[src/sv/cxy_pkg.sv]
package cxy_pkg;

    localparam int unsigned POS_W  = 16;
    localparam int unsigned CNT_W  = 17;
    localparam int unsigned ERR_W  = 18;
    localparam int unsigned HP_W   = 25;
    localparam int unsigned ALU_W  = 32;

    localparam logic [15:0] SPEED_MIN = 16'd100;
    localparam logic [15:0] SPEED_MAX = 16'd5000;
    localparam logic [31:0] HP_NUM_MAX = 32'd30000000;
    localparam logic [31:0] HP_NUM_MIN = 32'd3000000000;

    // register indexes
    localparam logic [1:0] REG_TRAVEL_LIM = 2'd0;
    localparam logic [1:0] REG_SPR        = 2'd1;
    localparam logic [1:0] REG_ACCEL      = 2'd2;

    // result status codes
    localparam logic [2:0] ST_STARTED  = 3'd0;
    localparam logic [2:0] ST_AT_LIMIT = 3'd1;
    localparam logic [2:0] ST_STEPPING = 3'd2;
    localparam logic [2:0] ST_DONE     = 3'd3;
    localparam logic [2:0] ST_ABORTED  = 3'd4;
    localparam logic [2:0] ST_LIMIT    = 3'd5;
    localparam logic [2:0] ST_IDLE     = 3'd6;

    typedef enum logic {
        ALU_DIV,
        ALU_MUL
    } alu_op_t;

    typedef struct packed {
        logic              go;
        alu_op_t           op;
        logic [ALU_W-1:0]  a;
        logic [ALU_W-1:0]  b;
    } alu_req_t;

    typedef enum logic [3:0] {
        S_IDLE,
        S_DECODE,
        S_PLAN,
        S_DIV_RAMP,
        S_DIV_MAX,
        S_DIV_MIN,
        S_DIV_SLOPE,
        S_MUL,
        S_EMIT
    } fsm_state_t;

endpackage

[src/sv/cxy_alu.sv]
// Shared bit-serial unit: restoring divide or shift-add multiply, one bit a cycle
module cxy_alu
    import cxy_pkg::*;
(
    input  logic             clk,
    input  logic             rst_n,
    input  alu_req_t         req,
    output logic             done,
    output logic [ALU_W-1:0] res
);

    logic             busy_reg, busy_next;
    logic             done_reg, done_next;
    logic [4:0]       cnt_reg, cnt_next;
    alu_op_t          op_reg, op_next;
    logic [ALU_W-1:0] a_reg, a_next;
    logic [ALU_W-1:0] b_reg, b_next;
    logic [ALU_W:0]   acc_reg, acc_next;
    logic [ALU_W:0]   trial;

    // one iteration
    always_comb
    begin
        busy_next = busy_reg;
        done_next = 1'b0;
        cnt_next  = cnt_reg;
        op_next   = op_reg;
        a_next    = a_reg;
        b_next    = b_reg;
        acc_next  = acc_reg;
        trial     = {acc_reg[ALU_W-1:0], a_reg[ALU_W-1]};
        if (req.go)
        begin
            busy_next = 1'b1;
            cnt_next  = '0;
            op_next   = req.op;
            a_next    = req.a;
            b_next    = req.b;
            acc_next  = '0;
        end
        else if (busy_reg)
        begin
            unique case (op_reg)
                ALU_DIV:
                begin
                    if (trial >= {1'b0, b_reg})
                    begin
                        acc_next = trial - {1'b0, b_reg};
                        a_next   = {a_reg[ALU_W-2:0], 1'b1};
                    end
                    else
                    begin
                        acc_next = trial;
                        a_next   = {a_reg[ALU_W-2:0], 1'b0};
                    end
                end
                ALU_MUL:
                begin
                    if (a_reg[0])
                        acc_next = acc_reg + {1'b0, b_reg};
                    a_next = {1'b0, a_reg[ALU_W-1:1]};
                    b_next = {b_reg[ALU_W-2:0], 1'b0};
                end
                default: ;
            endcase
            cnt_next = cnt_reg + 5'd1;
            if (cnt_reg == 5'd31)
            begin
                busy_next = 1'b0;
                done_next = 1'b1;
            end
        end
    end

    always_ff @(posedge clk or negedge rst_n)
    begin
        if (!rst_n)
        begin
            busy_reg <= 1'b0;
            done_reg <= 1'b0;
            cnt_reg  <= '0;
        end
        else
        begin
            busy_reg <= busy_next;
            done_reg <= done_next;
            cnt_reg  <= cnt_next;
        end
    end

    always_ff @(posedge clk)
    begin
        op_reg  <= op_next;
        a_reg   <= a_next;
        b_reg   <= b_next;
        acc_reg <= acc_next;
    end

    assign done = done_reg;
    assign res  = (op_reg == ALU_DIV) ? a_reg : acc_reg[ALU_W-1:0];

    a_no_go_busy: assert property (@(posedge clk) disable iff (!rst_n)
        busy_reg |-> !req.go) else $error("request while busy");
    a_done_pulse: assert property (@(posedge clk) disable iff (!rst_n)
        done_reg |-> !busy_reg) else $error("done while busy");
    a_done_after_last: assert property (@(posedge clk) disable iff (!rst_n)
        (busy_reg && cnt_reg == 5'd31 && !req.go) |=> done_reg)
        else $error("missing done");

endmodule

[src/sv/corexy_stepper_move_generator.sv]
// CoreXY move generator with a linear speed ramp.
// Input stream s_axis: tuser carries func (0 start, 1 tick); tdata carries the
// move request and the tick flags. Output stream m_axis gives exactly one
// result item per input item. Configuration is a plain write port (cfg_we,
// cfg_index, cfg_wdata); a zero value is stored as one.
// One input item is worked on at a time; s_axis_tready is low meanwhile.
// Work per item: a start that is not at the limit runs four serial divisions
// in the shared bit-serial unit (ramp length, max and min half period,
// slope); a moving tick runs one serial multiply of slope by ramp offset;
// an idle, abort or limit tick, and a start at the limit, use no unit.
// A new item is taken while the previous result still waits, provided the
// receiver takes it in that same cycle; if m_axis_tready stays low the
// result is held and no further item is accepted.
// Reset clears position, move state and the result valid flag, and loads the
// registers with a 10000 step travel limit, 1600 microsteps per revolution
// and accel 20.
module corexy_stepper_move_generator
    import cxy_pkg::*;
(
    input  logic        clk,
    input  logic        rst_n,
    input  logic        s_axis_tvalid,
    output logic        s_axis_tready,
    // delta_x[16:0], delta_y[33:17], speed_centi_rpm[49:34],
    // limit_hit[50], abort_request[51], zero fill
    input  logic [55:0] s_axis_tdata,
    // func
    input  logic        s_axis_tuser,
    output logic        m_axis_tvalid,
    input  logic        m_axis_tready,
    // step_mask[1:0], dir_one[2], dir_two[3], half_period_us[28:4],
    // pos_x[44:29], pos_y[60:45], status[63:61]
    output logic [63:0] m_axis_tdata,
    input  logic        cfg_we,
    input  logic [1:0]  cfg_index,
    input  logic [15:0] cfg_wdata
);

    fsm_state_t state_reg, state_next;

    logic [15:0] travel_lim_reg, spr_reg, accel_reg;
    logic [15:0] cfg_val;

    logic             func_reg;
    logic signed [16:0] dx_reg, dy_reg;
    logic [15:0]      speed_reg;
    logic             limit_reg, abort_reg;

    logic [POS_W-1:0] px_reg, py_reg, tx_reg, ty_reg;
    logic [1:0]       dirs_reg;
    logic [CNT_W-1:0] cnt0_reg, cnt1_reg, done0_reg, done1_reg;
    logic [ERR_W-1:0] err0_reg, err1_reg;
    logic [CNT_W-1:0] tot_reg, idx_reg, ramp_reg;
    logic [HP_W-1:0]  mind_reg, maxd_reg, slope_reg;
    logic             moving_reg;
    logic [31:0]      prod_reg;
    logic             up_reg;

    logic [1:0]       res_mask_reg;
    logic [HP_W-1:0]  res_hp_reg;
    logic [2:0]       res_st_reg;
    logic             ovalid_reg;
    logic [63:0]      odata_reg;

    alu_req_t         alu_req;
    logic             alu_done;
    logic [ALU_W-1:0] alu_res;

    logic accept;

    function automatic logic [POS_W-1:0] clamp_pos(input logic signed [19:0] v,
                                                   input logic [15:0] lim);
        logic [POS_W-1:0] r;
        if (v < 0)
            r = '0;
        else if (v > $signed({4'b0, lim}))
            r = lim;
        else
            r = v[POS_W-1:0];
        return r;
    endfunction

    cxy_alu u_alu (
        .clk   (clk),
        .rst_n (rst_n),
        .req   (alu_req),
        .done  (alu_done),
        .res   (alu_res)
    );

    assign accept = s_axis_tvalid && s_axis_tready;
    assign cfg_val = (cfg_wdata == 16'd0) ? 16'd1 : cfg_wdata;

    // partial stop: signed motor progress back to X/Y
    logic signed [17:0] s1, s2;
    logic signed [18:0] ssum, sdif;
    logic signed [18:0] hsum, hdif;
    logic [POS_W-1:0]   stop_x, stop_y;
    always_comb
    begin
        s1 = dirs_reg[0] ? $signed({1'b0, done0_reg}) : -$signed({1'b0, done0_reg});
        s2 = dirs_reg[1] ? $signed({1'b0, done1_reg}) : -$signed({1'b0, done1_reg});
        ssum = 19'(s1) + 19'(s2);
        sdif = 19'(s1) - 19'(s2);
        hsum = (ssum + $signed({18'd0, ssum[18]})) >>> 1;
        hdif = (sdif + $signed({18'd0, sdif[18]})) >>> 1;
        stop_x = clamp_pos($signed({4'b0, px_reg}) + 20'(hsum), travel_lim_reg);
        stop_y = clamp_pos($signed({4'b0, py_reg}) + 20'(hdif), travel_lim_reg);
    end

    // move planning
    logic [15:0]        speed_c;
    logic [POS_W-1:0]   tgt_x, tgt_y;
    logic signed [16:0] rdx, rdy;
    logic signed [17:0] m1, m2;
    logic [CNT_W-1:0]   a1, a2, tot_c;
    logic               at_limit;
    always_comb
    begin
        if (speed_reg < SPEED_MIN)
            speed_c = SPEED_MIN;
        else if (speed_reg > SPEED_MAX)
            speed_c = SPEED_MAX;
        else
            speed_c = speed_reg;
        tgt_x = clamp_pos($signed({4'b0, px_reg}) + 20'(dx_reg), travel_lim_reg);
        tgt_y = clamp_pos($signed({4'b0, py_reg}) + 20'(dy_reg), travel_lim_reg);
        rdx = $signed({1'b0, tgt_x}) - $signed({1'b0, px_reg});
        rdy = $signed({1'b0, tgt_y}) - $signed({1'b0, py_reg});
        m1  = -18'(rdx) + 18'(rdy);
        m2  = -18'(rdx) - 18'(rdy);
        a1  = m1[17] ? CNT_W'(-m1) : m1[CNT_W-1:0];
        a2  = m2[17] ? CNT_W'(-m2) : m2[CNT_W-1:0];
        tot_c = (a1 > a2) ? a1 : a2;
        at_limit = (rdx == 0) && (rdy == 0);
    end

    // ramp length from the quotient
    logic [CNT_W-1:0] ramp_c;
    logic [CNT_W-1:0] half_tot;
    always_comb
    begin
        half_tot = tot_reg >> 1;
        if (alu_res[31:CNT_W] != '0 || alu_res[CNT_W-1:0] >= half_tot)
            ramp_c = half_tot;
        else
            ramp_c = alu_res[CNT_W-1:0];
        if (ramp_c == '0)
            ramp_c = CNT_W'(1);
    end

    // tick: ramp phase and Bresenham step
    logic [CNT_W-1:0] down_start, ramp_off;
    logic             in_up, in_down;
    logic [ERR_W-1:0] e0, e1;
    logic             p0, p1;
    logic [CNT_W-1:0] idx_inc;
    logic [HP_W-1:0]  hp_c;
    always_comb
    begin
        down_start = tot_reg - ramp_reg;
        in_up   = idx_reg < ramp_reg;
        in_down = !in_up && (idx_reg >= down_start);
        if (in_up)
            ramp_off = idx_reg;
        else if (in_down)
            ramp_off = idx_reg - down_start;
        else
            ramp_off = '0;
        e0 = err0_reg + ERR_W'(cnt0_reg);
        e1 = err1_reg + ERR_W'(cnt1_reg);
        p0 = e0 >= ERR_W'(tot_reg);
        p1 = e1 >= ERR_W'(tot_reg);
        idx_inc = idx_reg + CNT_W'(1);
        hp_c = up_reg ? maxd_reg - alu_res[HP_W-1:0] : mind_reg + alu_res[HP_W-1:0];
    end

    // next state
    always_comb
    begin
        state_next = state_reg;
        unique case (state_reg)
            S_IDLE:      if (accept) state_next = S_DECODE;
            S_DECODE:
            begin
                if (!func_reg)
                    state_next = S_PLAN;
                else if (!moving_reg || abort_reg || limit_reg)
                    state_next = S_EMIT;
                else
                    state_next = S_MUL;
            end
            S_PLAN:      state_next = at_limit ? S_EMIT : S_DIV_RAMP;
            S_DIV_RAMP:  if (alu_done) state_next = S_DIV_MAX;
            S_DIV_MAX:   if (alu_done) state_next = S_DIV_MIN;
            S_DIV_MIN:   if (alu_done) state_next = S_DIV_SLOPE;
            S_DIV_SLOPE: if (alu_done) state_next = S_EMIT;
            S_MUL:       if (alu_done) state_next = S_EMIT;
            S_EMIT:      state_next = S_IDLE;
            default:     state_next = S_IDLE;
        endcase
    end

    // outputs: shared unit requests and handshake
    always_comb
    begin
        alu_req = '{go: 1'b0, op: ALU_DIV, a: '0, b: '0};
        s_axis_tready = (state_reg == S_IDLE) && (!ovalid_reg || m_axis_tready);
        unique case (state_reg)
            S_DECODE:
            begin
                if (func_reg && moving_reg && !abort_reg && !limit_reg)
                    alu_req = '{go: 1'b1, op: ALU_MUL,
                                a: {15'd0, ramp_off}, b: {7'd0, slope_reg}};
            end
            S_PLAN:
            begin
                if (!at_limit)
                    alu_req = '{go: 1'b1, op: ALU_DIV,
                                a: {16'd0, speed_c - SPEED_MIN}, b: {16'd0, accel_reg}};
            end
            S_DIV_RAMP:
            begin
                if (alu_done)
                    alu_req = '{go: 1'b1, op: ALU_DIV, a: HP_NUM_MAX, b: {16'd0, spr_reg}};
            end
            S_DIV_MAX:
            begin
                if (alu_done)
                    alu_req = '{go: 1'b1, op: ALU_DIV, a: HP_NUM_MIN, b: prod_reg};
            end
            S_DIV_MIN:
            begin
                if (alu_done)
                    alu_req = '{go: 1'b1, op: ALU_DIV,
                                a: {7'd0, maxd_reg - alu_res[HP_W-1:0]},
                                b: {15'd0, ramp_reg}};
            end
            default: ;
        endcase
    end

    // control registers
    always_ff @(posedge clk or negedge rst_n)
    begin
        if (!rst_n)
        begin
            state_reg      <= S_IDLE;
            travel_lim_reg <= 16'd10000;
            spr_reg        <= 16'd1600;
            accel_reg      <= 16'd20;
            px_reg         <= '0;
            py_reg         <= '0;
            tx_reg         <= '0;
            ty_reg         <= '0;
            dirs_reg       <= '0;
            cnt0_reg       <= '0;
            cnt1_reg       <= '0;
            err0_reg       <= '0;
            err1_reg       <= '0;
            done0_reg      <= '0;
            done1_reg      <= '0;
            tot_reg        <= '0;
            idx_reg        <= '0;
            ramp_reg       <= '0;
            mind_reg       <= '0;
            maxd_reg       <= '0;
            slope_reg      <= '0;
            moving_reg     <= 1'b0;
            ovalid_reg     <= 1'b0;
        end
        else
        begin
            state_reg <= state_next;
            if (cfg_we)
            begin
                unique case (cfg_index)
                    REG_TRAVEL_LIM: travel_lim_reg <= cfg_val;
                    REG_SPR:        spr_reg        <= cfg_val;
                    REG_ACCEL:      accel_reg      <= cfg_val;
                    default: ;
                endcase
            end
            if (ovalid_reg && m_axis_tready)
                ovalid_reg <= 1'b0;
            unique case (state_reg)
                S_DECODE:
                begin
                    if (moving_reg && (!func_reg || abort_reg || limit_reg))
                    begin
                        px_reg     <= stop_x;
                        py_reg     <= stop_y;
                        moving_reg <= 1'b0;
                    end
                end
                S_PLAN:
                begin
                    tx_reg <= tgt_x;
                    ty_reg <= tgt_y;
                    if (!at_limit)
                    begin
                        dirs_reg  <= {!m2[17], !m1[17]};
                        cnt0_reg  <= a1;
                        cnt1_reg  <= a2;
                        err0_reg  <= ERR_W'(tot_c >> 1);
                        err1_reg  <= ERR_W'(tot_c >> 1);
                        done0_reg <= '0;
                        done1_reg <= '0;
                        tot_reg   <= tot_c;
                        idx_reg   <= '0;
                    end
                end
                S_DIV_RAMP:  if (alu_done) ramp_reg  <= ramp_c;
                S_DIV_MAX:   if (alu_done) maxd_reg  <= alu_res[HP_W-1:0];
                S_DIV_MIN:   if (alu_done) mind_reg  <= alu_res[HP_W-1:0];
                S_DIV_SLOPE:
                begin
                    if (alu_done)
                    begin
                        slope_reg  <= alu_res[HP_W-1:0];
                        moving_reg <= 1'b1;
                    end
                end
                S_MUL:
                begin
                    if (alu_done)
                    begin
                        err0_reg <= p0 ? e0 - ERR_W'(tot_reg) : e0;
                        err1_reg <= p1 ? e1 - ERR_W'(tot_reg) : e1;
                        if (p0) done0_reg <= done0_reg + CNT_W'(1);
                        if (p1) done1_reg <= done1_reg + CNT_W'(1);
                        idx_reg <= idx_inc;
                        if (idx_inc >= tot_reg)
                        begin
                            px_reg     <= tx_reg;
                            py_reg     <= ty_reg;
                            moving_reg <= 1'b0;
                        end
                    end
                end
                S_EMIT: ovalid_reg <= 1'b1;
                default: ;
            endcase
        end
    end

    // payload registers
    always_ff @(posedge clk)
    begin
        if (accept)
        begin
            func_reg  <= s_axis_tuser;
            dx_reg    <= s_axis_tdata[16:0];
            dy_reg    <= s_axis_tdata[33:17];
            speed_reg <= s_axis_tdata[49:34];
            limit_reg <= s_axis_tdata[50];
            abort_reg <= s_axis_tdata[51];
        end
        if (state_reg == S_PLAN)
            prod_reg <= 32'(speed_c) * 32'(spr_reg);
        unique case (state_reg)
            S_DECODE:
            begin
                up_reg       <= in_up;
                res_mask_reg <= '0;
                res_hp_reg   <= '0;
                if (!moving_reg)
                    res_st_reg <= ST_IDLE;
                else if (abort_reg)
                    res_st_reg <= ST_ABORTED;
                else
                    res_st_reg <= ST_LIMIT;
            end
            S_PLAN:      res_st_reg <= at_limit ? ST_AT_LIMIT : ST_STARTED;
            S_MUL:
            begin
                if (alu_done)
                begin
                    res_mask_reg <= {p1, p0};
                    res_hp_reg   <= hp_c;
                    res_st_reg   <= (idx_inc >= tot_reg) ? ST_DONE : ST_STEPPING;
                end
            end
            S_EMIT:
                odata_reg <= {res_st_reg, py_reg, px_reg, res_hp_reg,
                              dirs_reg[1], dirs_reg[0], res_mask_reg};
            default: ;
        endcase
    end

    assign m_axis_tvalid = ovalid_reg;
    assign m_axis_tdata  = odata_reg;

    a_moving_total: assert property (@(posedge clk) disable iff (!rst_n)
        moving_reg |-> (tot_reg != '0 && idx_reg < tot_reg))
        else $error("move past its end");
    a_ready_idle: assert property (@(posedge clk) disable iff (!rst_n)
        s_axis_tready |-> state_reg == S_IDLE) else $error("ready while busy");
    a_emit_free: assert property (@(posedge clk) disable iff (!rst_n)
        state_reg == S_EMIT |-> !ovalid_reg) else $error("result overwritten");
    a_pos_limit: assert property (@(posedge clk) disable iff (!rst_n)
        $rose(moving_reg) |-> (tx_reg != px_reg || ty_reg != py_reg))
        else $error("move started at target");

endmodule
[config.mk]
export PLATFORM = sky130hd
export DESIGN_NAME = corexy_stepper_move_generator
export DESIGN_NICKNAME = d
export VERILOG_FILES = /design/src/sv/cxy_pkg.sv /design/src/sv/cxy_alu.sv /design/src/sv/corexy_stepper_move_generator.sv
export SDC_FILE = /design/constraint.sdc
export NUM_CORES = 2
export LEC_CHECK = 0
export ABC_AREA = 1
export BUFFER_PORTS_ARGS = -buffer_cell sky130_fd_sc_hd__buf_2
export CAP_MARGIN = 10
export CORE_UTILIZATION = 60
export CTS_CLUSTER_SIZE = 10
export DETAILED_ROUTE_END_ITERATION = 8
export GPL_TIMING_DRIVEN = 0
export HOLD_SLACK_MARGIN = 0.15
export PLACE_DENSITY = 0.77
export SYNTH_ARGS = -nofsm -noshare
export SYNTH_HDL_FRONTEND = slang
export SYNTH_SLANG_ARGS = --single-unit
[constraint.sdc]
create_clock -name clk -period 20.4 [get_ports clk]
set_input_delay 2.04 -clock clk [delete_from_list [all_inputs] [get_ports clk]]
set_output_delay 2.04 -clock clk [all_outputs]
set_load 0.01 [all_outputs]
==> flow_summary_export.csv <==
group,metric,value,unit
global_routing,grt_max_degree,120,
logic_synthesis,yosysTopAreaCellShare,13.97,%
power,clockPowerShare,22.9,%
cells_and_area,fin_area,67330,um^2
critical_path,critPathMaxStageDelay,0.65,ns
critical_path,critPathLaunchType,"flop",
placed_design,place_ws,7.835,ns
logic_synthesis,ys_types,85,
clocking,cts_setup_buffers,0,
power,p_per_area,90.85,nW/um^2
critical_path,cp_slowest_cell,"o311ai_0",
critical_path,crit_type,"flop to flop",
power,ir_drop,162.3,uV
cells_and_area,largest_reg_flops,64,
critical_path,path_common_cell,"nand2_1",
cells_and_area,final_cell_mix,"nand2_1 (1914), inv_1 (1200), a21oi_1 (683)",
sta,holdWs,0.4169,ns
sta,rsz0062_at_grt,"no",
critical_path,required,20.94,ns
logic_synthesis,synthCells,8335,
clocking,cts_buffers,80,
sta,fin_ws,7.460,ns
clocking,cts_root_buf,"clkbuf_16",
power,total_power,6.117,mW
logic_synthesis,synth_compound_area_share,14.87,%
logic_synthesis,synth_edf_count,245,
sta,hold_violations,0,
floorplan,die_x,323.0,um
clocking,clkLatencyLatePin,0.69,ns
critical_path,crit_fanout,10,
cells_and_area,nets,9543,
global_routing,track_usage,42.79,%
sta,min_period_over_period,63.43,%
floorplan,fp-row-count,117,
logic_synthesis,synth_seq_cells,632,
global_routing,grt_pass1_wl,336400,um
clocking,cts_tree,"built",
placed_design,place_congestion,1.084,
power,p_switching,2.740,mW
routing,drc,0,
cells_and_area,nFillCells,9115,
logic_synthesis,yosysSeqAreaShare,27.33,%
floorplan,io_pins,146,
sta,max_freq,77.28,MHz
routing,routedWlPerCell,22.38,um
power,p_sw_share,44.80,%
sta,finalSetupTns,0,ns
logic_synthesis,synth-warning-count,0,
logic_synthesis,netlist_area,61810,um^2
floorplan,core,101900,um^2
clocking,path_clk_slew,0.06,ns
worst_hold_path,min_path_type,"flop to flop",
clocking,htree_levels,3,
placed_design,placed_area,64730,um^2
logic_synthesis,post_synth_fa_ha_maj_area_fraction,19.58,%
floorplan,start_util,60.67,%
global_routing,overflow,0,
cells_and_area,layout_commonest_cell,"nand2_1",
clocking,post_cts_resized,0,
routing,ant_nets,0,
floorplan,die-height,323.0,um
run,cap_violations,0,
logic_synthesis,avgSynthCellArea,7.416,um^2
routing,drt-total-wl,225100,um
logic_synthesis,synth_xor_area_share,6.101,%
critical_path,cp.arrival,13.48,ns
logic_synthesis,synth_mux_area_share,0.01822,%
sta,max_slew_margin,12.92,%
sta,finalSetupViolations,0,
power,p_leak,34.14,nW
placed_design,dp_hpwl,183600,um
logic_synthesis,synthTopCellsByArea,"dfrtp_1 (14%), ha_1 (13%), edfxtp_1 (12%)",
routing,vias_per_cell,5.955,
cells_and_area,area_growth,8.921,%
logic_synthesis,synth_top_flop_cell,"dfrtp_1",
sta,fin_skew,0.03248,ns
global_routing,first_global_vias,57610,
clocking,cts_hold_buf,0,
routing,vias,59910,
cells_and_area,drive_gt1_share,5.420,%
global_routing,antenna_found_initial,7,
sta,slew_viol_final,0,
logic_synthesis,synthSimpleGateAreaFrac,22.92,%
placed_design,port_buffers,141,
outcome,status,"completed",
sta,worstMarginPinSlew,1.306,ns
clocking,clock_path_buffers,3,
clocking,clock_sinks,632,
logic_synthesis,async_flop_share,56.17,%
logic_synthesis,yosysTopAreaCell,"dfrtp_1",
sta,fin_crit,12.94,ns
critical_path,cp-end-kind,"flop",
power,seq_power_share,24.0,%
routing,first_pass_iters,8,
routing,drt-initial-drc-count,5916,
floorplan,die_area,104300,um^2
logic_synthesis,synth_top_family_by_area,"simple AND/OR/NAND/NOR gates",
power,pwr-share-comb,53.1,%
power,intPower,3.377,mW
-- worst max-delay path: cells and delay by family (launching register included) --
| family | cells | cell delay [ns] |
|---|---|---|
| buf+inv | 11 | 1.98 |
| fa+ha+maj | 6 | 1.90 |
| simple gates | 27 | 4.58 |
| xor+xnor | 2 | 0.62 |
| compound gates | 14 | 3.22 |
| flops | 1 | 0.49 |
-- power groups by stage --
stage	logic, mW	clock network (mW)	registers (mW)
6_report	3.25	1.40	1.47
4_1_cts	3.20	1.41	1.46
2_1_floorplan	2.34	0	1.48
3_5_place_dp	3.17	0	1.49
5_1_grt	3.63	1.46	1.47
3_3_place_gp	3.10	0	1.49
-- path summary, 6_finish.rpt --
| kind | start | endpoint | slack (ns) | depth (start not counted) |
|---|---|---|---|---|
| worst max-delay path | px_reg[4] | err1_reg[3] | 7.46 | 60 |
| worst min-delay path | res_st_reg[1] | m_axis_tdata[62] | 0.42 | 0 |
| worst max register to register | px_reg[4] | err1_reg[3] | 7.46 | 60 |
| worst min register to register | res_st_reg[1] | m_axis_tdata[62] | 0.42 | 0 |
| max in group asynchronous | rst_n | done1_reg[9] | 17.59 | 3 |
| min in group asynchronous | rst_n | mind_reg[20] | 1.27 | 1 |
-- layout make-up --
| type | count | area [um^2] | area share, % |
|---|---|---|---|
| Buffer | 228 | 1070 | 1.589 |
| Multi-Input combinational cell | 6296 | 39460 | 58.60 |
| Antenna cell | 3 | 7.507 | 0.01115 |
| Inverter | 1225 | 4603 | 6.837 |
| Tap cell | 1368 | 1712 | 2.542 |
| Clock buffer | 127 | 2240 | 3.327 |
| Sequential cell | 632 | 16890 | 25.09 |
| Clock inverter | 21 | 285.3 | 0.4237 |
| Timing Repair Buffer | 161 | 1061 | 1.576 |
-- cells in the mapped netlist, types with 154 or more instances --
cell,n
a21oi_1,683
dfrtp_1,345
fa_1,214
edfxtp_1,245
nand2_1,1915
inv_1,1201
ha_1,625
nand3_1,452
clkbuf_1,154
xor2_1,319
nor2_1,584
o21ai_0,529
-- per-layer routing --
metal | vias up | global-route usage (%) | share of wire (%)
met5 | - | 0 | 0.022
met4 | 8 | 33.51 | 9.2
met3 | 794 | 8.759 | 8.6
met2 | 2930 | 69.17 | 45
met1 | 28060 | 49.71 | 37
li1 | 28120 | - | -
-- cells by family after synthesis --
| family | after synthesis |
|---|---|
| AO/OA/AOI/OAI | 1628 |
| AND/OR/NAND/NOR | 3352 |
| XOR/XNOR | 428 |
| multiplexers | 1 |
| other | 2 |
| flip-flops | 632 |
| buffers and inverters | 1453 |
| adder cells (fa/ha/maj) | 839 |
-- through the flow --
step,util (%),cells
3_5_place_dp,63.54,9907
2_1_floorplan,-,8381
4_1_cts,66.01,10060
5_1_grt,66.07,10060
3_3_place_gp,63.21,9890
6_report,66.08,10060
Power figures use the tool's default switching activity.
